File: src/rtl/core/int_mul_div_rem_unit_defines.svh
// ----------------------------------------------------------------------------
// int_mul_div_rem_unit_defines.svh
// Assertion macros shared by the multiply/divide unit.
// ----------------------------------------------------------------------------
`ifndef INT_MUL_DIV_REM_UNIT_DEFINES_SVH
`define INT_MUL_DIV_REM_UNIT_DEFINES_SVH

// same-cycle implication
`define IMDR_ASSERT_NOW(label, clk, rst, ante, cons, msg) \
   label: assert property (@(posedge clk) disable iff (rst) (ante) |-> (cons)) \
      else $error(msg);

// next-cycle implication
`define IMDR_ASSERT_NEXT(label, clk, rst, ante, cons, msg) \
   label: assert property (@(posedge clk) disable iff (rst) (ante) |=> (cons)) \
      else $error(msg);

`endif

File: src/rtl/core/imdr_pkg.sv
// ----------------------------------------------------------------------------
// imdr_pkg
// Types and codes for the integer multiply/divide/remainder unit.
// ----------------------------------------------------------------------------
package imdr_pkg;

   typedef enum logic [1:0] {
      MODE_MUL_LO = 2'd0,
      MODE_DIV_S  = 2'd1,
      MODE_REM_S  = 2'd2,
      MODE_DIV_U  = 2'd3
   } imdr_mode_type;

   typedef enum logic [1:0] {
      ST_IDLE,
      ST_CALC,
      ST_FINISH
   } imdr_state_type;

endpackage

File: src/rtl/core/int_mul_div_rem_unit.sv
// ----------------------------------------------------------------------------
// int_mul_div_rem_unit
// Iterative integer multiply (low half), signed/unsigned divide and signed remainder.
// ----------------------------------------------------------------------------
// Usage:
//   Input channel req_*: a beat carries req_mode, req_operand_a, req_operand_b.
//   It is taken when req_valid is high and req_stall is low. req_stall is high
//   from the accepting edge until the unit returns to idle.
//   Result channel rsp_*: rsp_result is held in an output register while
//   rsp_valid is high and rsp_stall is high.
// Timing:
//   One shared adder does one step per cycle: a shift-add for multiply or a
//   restoring subtract for divide, DATA_WIDTH steps in all. The finish step
//   then loads the result into the output register, and the next beat is
//   taken only once the unit is back in idle, so beats do not overlap.
//   A stalled receiver holds the finished result in the finish step; a new
//   beat is taken while the previous result still waits in the output register.
// Reset: synchronous, active high; clears the sequencer and rsp_valid.
// Divide by zero gives 0; the most-negative quotient wraps.
// ----------------------------------------------------------------------------
`include "int_mul_div_rem_unit_defines.svh"

module int_mul_div_rem_unit
   import imdr_pkg::*;
#(
   parameter int DATA_WIDTH = 32
) (
   input  logic                  clock,
   input  logic                  reset,
   input  logic                  req_valid,
   output logic                  req_stall,
   input  logic [1:0]            req_mode,
   input  logic [DATA_WIDTH-1:0] req_operand_a,
   input  logic [DATA_WIDTH-1:0] req_operand_b,
   output logic                  rsp_valid,
   input  logic                  rsp_stall,
   output logic [DATA_WIDTH-1:0] rsp_result
);

   localparam int W     = DATA_WIDTH;
   localparam int CNT_W = $clog2(DATA_WIDTH);
   localparam logic [CNT_W-1:0] CNT_LAST = CNT_W'(DATA_WIDTH - 1);

   imdr_state_type  state_ff, state_in;
   imdr_mode_type   mode_ff, mode_in;
   logic [W-1:0]    acc_ff, acc_in;
   logic [W-1:0]    opa_ff, opa_in;
   logic [W-1:0]    opb_ff, opb_in;
   logic [CNT_W-1:0] cnt_ff, cnt_in;
   logic            neg_q_ff, neg_q_in;
   logic            neg_r_ff, neg_r_in;
   logic            zero_ff, zero_in;
   logic            rsp_valid_ff, rsp_valid_in;
   logic [W-1:0]    rsp_result_ff, rsp_result_in;

   logic            req_accept;
   logic            out_free;
   logic            sign_a, sign_b;
   logic [W-1:0]    abs_a, abs_b;
   imdr_mode_type   req_mode_t;

   // shared adder
   logic [W:0]      add_x, add_y;
   logic            add_sub;
   logic [W+1:0]    add_sum;
   logic            ge;
   logic [W-1:0]    final_val;

   assign req_mode_t = imdr_mode_type'(req_mode);
   assign req_accept = req_valid && !req_stall;
   assign out_free   = !rsp_valid_ff || !rsp_stall;
   assign sign_a     = req_operand_a[W-1];
   assign sign_b     = req_operand_b[W-1];
   assign abs_a      = sign_a ? (~req_operand_a + W'(1)) : req_operand_a;
   assign abs_b      = sign_b ? (~req_operand_b + W'(1)) : req_operand_b;

   always_comb begin
      if (mode_ff == MODE_MUL_LO) begin
         add_x   = {1'b0, acc_ff};
         add_y   = {1'b0, opa_ff};
         add_sub = 1'b0;
      end else begin
         add_x   = {acc_ff, opa_ff[W-1]};
         add_y   = {1'b0, opb_ff};
         add_sub = 1'b1;
      end
   end

   assign add_sum = {1'b0, add_x} + {1'b0, add_y ^ {(W+1){add_sub}}} + (W+2)'(add_sub);
   assign ge      = add_sum[W+1];

   always_comb begin
      unique case (mode_ff)
         MODE_MUL_LO: final_val = acc_ff;
         MODE_DIV_S:  final_val = zero_ff ? '0 : (neg_q_ff ? (~opa_ff + W'(1)) : opa_ff);
         MODE_REM_S:  final_val = zero_ff ? '0 : (neg_r_ff ? (~acc_ff + W'(1)) : acc_ff);
         MODE_DIV_U:  final_val = zero_ff ? '0 : opa_ff;
         default:     final_val = '0;
      endcase
   end

   always_ff @(posedge clock) begin
      if (reset) begin
         state_ff     <= ST_IDLE;
         rsp_valid_ff <= 1'b0;
      end else begin
         state_ff     <= state_in;
         rsp_valid_ff <= rsp_valid_in;
      end
      mode_ff       <= mode_in;
      acc_ff        <= acc_in;
      opa_ff        <= opa_in;
      opb_ff        <= opb_in;
      cnt_ff        <= cnt_in;
      neg_q_ff      <= neg_q_in;
      neg_r_ff      <= neg_r_in;
      zero_ff       <= zero_in;
      rsp_result_ff <= rsp_result_in;
   end

   always_comb begin
      state_in      = state_ff;
      mode_in       = mode_ff;
      acc_in        = acc_ff;
      opa_in        = opa_ff;
      opb_in        = opb_ff;
      cnt_in        = cnt_ff;
      neg_q_in      = neg_q_ff;
      neg_r_in      = neg_r_ff;
      zero_in       = zero_ff;
      rsp_result_in = rsp_result_ff;
      rsp_valid_in  = rsp_valid_ff && rsp_stall;
      req_stall     = 1'b1;

      unique case (state_ff)
         ST_IDLE: begin
            req_stall = 1'b0;
            if (req_valid) begin
               mode_in  = req_mode_t;
               acc_in   = '0;
               cnt_in   = '0;
               neg_q_in = sign_a ^ sign_b;
               neg_r_in = sign_a;
               zero_in  = (req_operand_b == '0);
               case (req_mode_t) inside
                  MODE_DIV_S, MODE_REM_S: begin
                     opa_in = abs_a;
                     opb_in = abs_b;
                  end
                  default: begin
                     opa_in = req_operand_a;
                     opb_in = req_operand_b;
                  end
               endcase
               state_in = ST_CALC;
            end
         end
         ST_CALC: begin
            if (mode_ff == MODE_MUL_LO) begin
               if (opb_ff[0]) begin
                  acc_in = add_sum[W-1:0];
               end
               opa_in = {opa_ff[W-2:0], 1'b0};
               opb_in = {1'b0, opb_ff[W-1:1]};
            end else begin
               acc_in = ge ? add_sum[W-1:0] : add_x[W-1:0];
               opa_in = {opa_ff[W-2:0], ge};
            end
            cnt_in = cnt_ff + CNT_W'(1);
            if (cnt_ff == CNT_LAST) begin
               state_in = ST_FINISH;
            end
         end
         ST_FINISH: begin
            if (out_free) begin
               rsp_result_in = final_val;
               rsp_valid_in  = 1'b1;
               state_in      = ST_IDLE;
            end
         end
         default: begin
            state_in = ST_IDLE;
         end
      endcase
   end

   assign rsp_valid  = rsp_valid_ff;
   assign rsp_result = rsp_result_ff;

   `IMDR_ASSERT_NEXT(a_accept_starts, clock, reset, req_accept,
      state_ff == ST_CALC && cnt_ff == '0, "accepted beat did not start iteration")
   `IMDR_ASSERT_NEXT(a_calc_ends, clock, reset, state_ff == ST_CALC && cnt_ff == CNT_LAST,
      state_ff == ST_FINISH, "iteration did not end after last step")
   `IMDR_ASSERT_NEXT(a_finish_loads, clock, reset, state_ff == ST_FINISH && out_free,
      rsp_valid && state_ff == ST_IDLE, "finished result not loaded")
   `IMDR_ASSERT_NEXT(a_div_zero, clock, reset,
      state_ff == ST_FINISH && out_free && zero_ff && mode_ff != MODE_MUL_LO,
      rsp_result == '0, "divide by zero gave nonzero result")

endmodule
File: config.mk
export PLATFORM = sky130hd
export DESIGN_NAME = int_mul_div_rem_unit
export DESIGN_NICKNAME = d
export VERILOG_FILES = /design/src/rtl/core/imdr_pkg.sv /design/src/rtl/core/int_mul_div_rem_unit.sv
export VERILOG_INCLUDE_DIRS = /design/src /design/src/rtl/core
export SDC_FILE = /design/constraint.sdc
export NUM_CORES = 1
export LEC_CHECK = 0
export BUFFER_PORTS_ARGS = -buffer_cell sky130_fd_sc_hd__buf_2
export CAP_MARGIN = 10
export CORE_ASPECT_RATIO = 1.4
export CORE_MARGIN = 5
export CORE_UTILIZATION = 40
export CTS_BUF_LIST = sky130_fd_sc_hd__clkbuf_8
export CTS_CLUSTER_DIAMETER = 150
export CTS_CLUSTER_SIZE = 24
export DETAILED_ROUTE_END_ITERATION = 16
export PLACE_DENSITY = 0.57
export SLEW_MARGIN = 25
export SYNTH_ARGS = -nofsm -noshare
export SYNTH_HDL_FRONTEND = slang
export SYNTH_SLANG_ARGS = --single-unit
File: constraint.sdc
create_clock -name clock -period 6.3 [get_ports clock]
set_clock_uncertainty 0.15 [all_clocks]
set_input_delay 0.315 -clock clock [delete_from_list [all_inputs] [get_ports clock]]
set_output_delay 0.315 -clock clock [all_outputs]
set_load 0.05 [all_outputs]
## After elaboration in Yosys (flattened, before gate mapping)

Cells that the tools add are included.
Widths: inputs -> output; s select.

| word-level totals | value |
|---|---|
| memories kept | 0 |
| ROM bits | 0 |
| flip-flop bits (word level) | 141 |
| input port bits | 70 |
| latch bits | 0 |
| bits in writable memories | 0 |
| output and inout bits | 34 |
| word-level logic and storage cells | 85 |

| cells by class | value |
|---|---|
| order comparisons | 0 |
| reduce and logical (&&, ||, !) cells | 15 |
| $mul | 0 |
| add/sub/neg operators | 7 |
| bitwise logic cells | 6 |
| equality and inequality tests | 13 |
| muxes and demuxes | 33 |
| shift operators | 0 |
| divide/modulo/power cells | 0 |

Operators by type and width:

| cell | count |
|---|---|
| $mux 32 | 17 |
| $pmux 32 s2 | 3 |
| $add 32x1->32 const B | 4 |
| $not 32->32 | 4 |
| $pmux 32 s4 | 1 |
| $add 33x33->34 | 1 |
| $add 34x1->34 | 1 |
| $mux 33 | 1 |
| $xor 33x33->33 | 1 |
| $logic_not 32->1 | 1 |
| $pmux 5 s2 | 1 |
| $reduce_and 3->1 | 3 |
| $eq 2x2->1 const B | 4 |
| $ne 2x2->1 const B | 4 |
| $eq 2x1->1 const B | 3 |
| $mux 2 | 3 |
| $pmux 2 s3 | 1 |
| $reduce_and 2->1 | 3 |
| $add 5x1->5 const B | 1 |
| $eq 5x5->1 const B | 1 |
| $mux 1 | 5 |
| $mux 5 | 1 |
| $logic_not 2->1 | 2 |
| $ne 3x3->1 const B | 1 |
| 6 further kinds | 7 |

## Depth between registers and ports, before layout

| logic depth | value |
|---|---|
| depth after elaboration | 8 |
| gate-level depth with buffers | 17 |
| gate-level depth less buffers | 12 |

## Worst setup path before layout

No wires, ideal clock.

| timing | value |
|---|---|
| path kind | register to register |
| start point | register mode_ff[0] |
| end point | register opb_ff[0], enable pin |
| cell stages (with the launch flop) | 6 |
| clock period less this slack | 4.115 ns |
| setup time | 0.466 ns |
| slack | 2.185 ns |
| data arrival time | 3.500 ns |
| cells stage by stage | edfxtp_1 -> or2_0 -> clkbuf_1 -> clkbuf_1 -> clkbuf_1 -> o21ai_0 |

| on the way | value |
|---|---|
| longest elaborated chain between the ends | 3 |

Ends and longest elaborated chain:

| what | RTL line | RTL |
|---|---|---|
| start, declared | int_mul_div_rem_unit.sv:45 | `imdr_mode_type mode_ff, mode_in;` |
| start signal, assigned | int_mul_div_rem_unit.sv:110 | `mode_ff <= mode_in;` |
| $logic_not 2->1 | int_mul_div_rem_unit.sv:159 | `if (mode_ff == MODE_MUL_LO) begin` |
| $ne 2x2->1 (no source line) | n/a |  |
| $reduce_and 3->1 (no source line) | n/a |  |
| end signal, assigned | int_mul_div_rem_unit.sv:113 | `opb_ff <= opb_in;` |
| end, declared | int_mul_div_rem_unit.sv:48 | `logic [W-1:0] opb_ff, opb_in;` |

No other way between the ends.
A chain may end at the register's enable or synchronous reset.

## Worst setup path after layout

| timing | value |
|---|---|
| start point | register mode_ff[1] |
| end point | register acc_ff[28], data pin |

| on the way | value |
|---|---|
| longest elaborated chain between the ends | 8 |
| elaborated cells on any way between the ends | 11 |
| those cells by class | 2 x add/sub; 7 x mux; 1 x bitwise; 1 x reduce/logical |

Ends and longest elaborated chain:

| what | RTL line | RTL |
|---|---|---|
| $logic_not 2->1 (*) | int_mul_div_rem_unit.sv:78, int_mul_div_rem_unit.sv:159 |  |
| $mux 32 or $mux 1 (tied branches) | int_mul_div_rem_unit.sv:78 | `if (mode_ff == MODE_MUL_LO) begin` |
| $xor 33x33->33 | int_mul_div_rem_unit.sv:89 | `assign add_sum = {1'b0, add_x} + {1'b0, add_y ^ {(W+1){add_sub}}} + (W+2)'(add_sub);` |
| $add 33x33->34 | int_mul_div_rem_unit.sv:89 |  |
| $add 34x1->34 | int_mul_div_rem_unit.sv:89 |  |
| $mux 32 (on tied branches) | int_mul_div_rem_unit.sv:166, int_mul_div_rem_unit.sv:160 |  |
| $mux 32 (*) | int_mul_div_rem_unit.sv:159 |  |
| $pmux 32 s2 (*) | int_mul_div_rem_unit.sv:135 | `unique case (state_ff)` |
| end signal, assigned | int_mul_div_rem_unit.sv:111 | `acc_ff <= acc_in;` |
| end, declared | int_mul_div_rem_unit.sv:46 | `logic [W-1:0] acc_ff, acc_in;` |

Mark *: on every way between the ends. The rest lies on a longest branch, timed or not. The select of a mux whose other input is x is not followed.

==> impl_metrics.json <==
{
  "finalWorstSetupSlack_ns": 1.55,
  "ys_types": 94,
  "crit_path_start_kind": "flip-flop",
  "io_buffer_count": 103,
  "clk_latency_ns": 0.50,
  "path_class": "flip-flop to flip-flop",
  "post_cts_resized": 0,
  "cp_cell_sequence": "or2_4, buf_4, nor2_1, a21oi_1, ha_1, nand4_1, nor3_1, nand4_1, a21oi_1, o31ai_1, xnor2_1, o21ai_0, a21oi_1",
  "diodes": 0,
  "hold_viol": 0,
  "vias": 10900,
  "syn_avg_cell_area_um2": 8.32,
  "critical_path_required_ns": 6.50,
  "maxCapViolCount": 0,
  "die_h_um": 212,
  "max-vdd-ir-drop_v": 0.000152,
  "drc_errors": 0,
  "drt_iter0_drc": 1007,
  "crit_fanout": 50,
  "place_ws_ns": 1.67,
  "layout_commonest_cell": "nand2_1",
  "slew_viol_final": 0,
  "fmax_mhz": 211,
  "ys.flop_type": "edfxtp_1",
  "outcome": "completed",
  "highest_layer": "met4",
  "slew_headroom": 0.312,
  "netlist_area_um2": 11700,
  "cts.path.max_buffers": 2,
  "die_area_um2": 32700,
  "post_drt_wl_per_cell_um": 21.4,
  "cpMostUsedCell": "a21oi_1",
  "wl_met3_um": 2400,
  "routabilityCongestion": 0.966,
  "grt-ovfl-total": 0,
  "hold_class": "primary input to flip-flop",
  "met1_length_um": 15300,
  "grt_pass1_vias": 10400,
  "syn_inst": 1403,
  "drive_above_1_share": 0.134,
  "vias_per_cell": 5.90,
  "ios": 104,
  "cts_tree": "yes",
  "clkSinkCount": 141,
  "synth_enable_flop_cells": 138,
  "cts_root_buf": "clkbuf_8",
  "path_delay_family": "simple AND/OR/NAND/NOR gates",
  "synth_warnings": 0,
  "setup_tns_ns": 0,
  "cp_slowest_stage_delay_ns": 0.57,
  "cts_hold_buffers": 5,
  "initial_utilization": 0.403,
  "cts-buffers-inserted": 17,
  "synth_area_leaders": "edfxtp_1 36%, nand2_1 6.8%, o21ai_0 6.1%",
  "ys_seq_area_frac": 0.360,
  "grt_max_degree": 59,
  "critPathCaptureType": "flip-flop",
  "synth_top_area_frac": 0.355,
  "fin_crit_ns": 4.75,
  "worst_pin_slew_ns": 1.03,
  "h-tree-depth": 4,
  "ant_nets": 0,
  "async_flop_share": 0,
  "wl_met2_um": 19200,
  "hpwl_um": 30400,
  "areaGrowthSynthToFinish_pct": 9.62,
  "power_leakage_uw": 0.00467,
  "clk_pin_slew_ns": 0.08,
  "totalWireLength_um": 39500,
  "yosysTopAreaCell": "edfxtp_1",
  "post_cts_buffers": 0,
  "synth-seq-cells": 141,
  "rsz0062_at_grt": "no",
  "power_density_nw_per_um2": 284,
  "mostFrequentLayoutCells": "210 x nand2_1, 142 x o21ai_0, 140 x a21oi_1",
  "synth_fp_nets": 1511,
  "setup_viol": 0,
  "layout.nets": 1567,
  "die_x_um": 154,
  "fp.coreArea_um2": 29000,
  "first_pass_iters": 8,
  "period_share": 0.753,
  "grt_usage": 0.236,
  "crit_arrival_ns": 4.95,
  "antenna_found_initial": 0,
  "grt_pass1_wl_um": 59500,
  "crit_buf_inv": 1,
  "row_count": 74,
  "cp_slowest_cell": "edfxtp_1"
}
## cells by family (layout without fill, tap and decap cells)
group / count (synthesis) / after routing / share of synthesized area
flops: 141 / 141 / 0.360
xor+xnor: 109 / 109 / 0.0818
buf+inv: 122 / 191 / 0.0546
simple gates: 536 / 536 / 0.214
compound gates: 450 / 450 / 0.242
mux: 7 / 7 / 0.00622
fa+ha+maj: 38 / 38 / 0.0414
## cells in the mapped netlist, types with 5 or more instances
cell,instances
clkbuf_8,9
a22oi_1,5
ha_1,37
nand4_1,11
nor4_1,14
and2_1,16
o22ai_1,18
or4_1,5
nand2b_1,8
nand2_1,210
inv_1,28
buf_2,6
o211ai_1,19
o21bai_1,5
nor3_1,39
and3_1,6
xnor2_1,57
nor2b_1,9
nor2_1,121
buf_1,6
o31ai_1,21
o21a_1,5
xor2_1,52
a21o_1,10
nand3_1,52
or3_1,10
o41ai_1,11
or2_2,9
a21oi_1,141
mux2i_1,5
a211o_1,5
clkbuf_1,63
a211oi_1,10
o21ai_0,143
edfxtp_1,138
a31oi_1,8
o221ai_1,8
## per-stage QoR
step                      cell area, um^2  utilization  hold slack, ns  instances  total power [uW]
final                               12800        0.441          0.0494       1852              3630
after global placement              12300        0.426           0.356       1815              2840
after CTS                           12800        0.441          0.0229       1852              3620
after global routing                12800        0.441          0.0517       1852              3830
after detailed placement            12300        0.426           0.357       1815              2840
after floorplan                     11700            -           0.234       1403              2380
## cell type report
class | count | area (um^2)
Multi-Input combinational cell | 1140 | 6870
Inverter | 29 | 109
Timing Repair Buffer | 130 | 731
Sequential cell | 141 | 4200
Fill cell | 2951 | 16200
Clock inverter | 15 | 170
Clock buffer | 17 | 234
Tap cell | 380 | 475
## routing by layer
layer  up-vias  track usage
met5         -            0
met4         0        0.141
met3       112       0.0352
met2       455        0.400
met1      5105        0.284
li1       5255            -
## sequential cells by signal, indices dropped and copies added (netlist names)
signal      count
cnt_ff          5
neg_r_ff        1
neg_q_ff        1
zero_ff         1
rsp_valid       1
mode_ff         2
opb_ff         32
rsp_result     32
state_ff        2
opa_ff         32
acc_ff         32
## path summary, 6_finish.rpt
kind / cells past startpoint / slack, ns / from / endpoint
setup / recovery: 13 / 1.55 / mode_ff[1] / acc_ff[28]
setup reg to reg: 13 / 1.55 / mode_ff[1] / acc_ff[28]
hold reg to reg: 2 / 0.39 / rsp_valid / rsp_valid
hold / removal: 3 / 0.05 / req_operand_a[19] / opa_ff[19]
## power by group
part | total (uW) | switching [uW] | internal [uW]
clock network | 776 | 386 | 390
logic | 1440 | 900 | 539
registers | 1420 | 227 | 1190
total | 3630 | 1510 | 2120
## worst register-to-register path: stages, from the launching register on
cell,delay (ns)
edfxtp_1,0.57
or2_4,0.57
buf_4,0.34
nor2_1,0.06
a21oi_1,0.26
ha_1,0.34
nand4_1,0.22
nor3_1,0.57
nand4_1,0.32
a21oi_1,0.38
o31ai_1,0.16
xnor2_1,0.34
o21ai_0,0.16
a21oi_1,0.16
(Power assumes the default switching activity.)
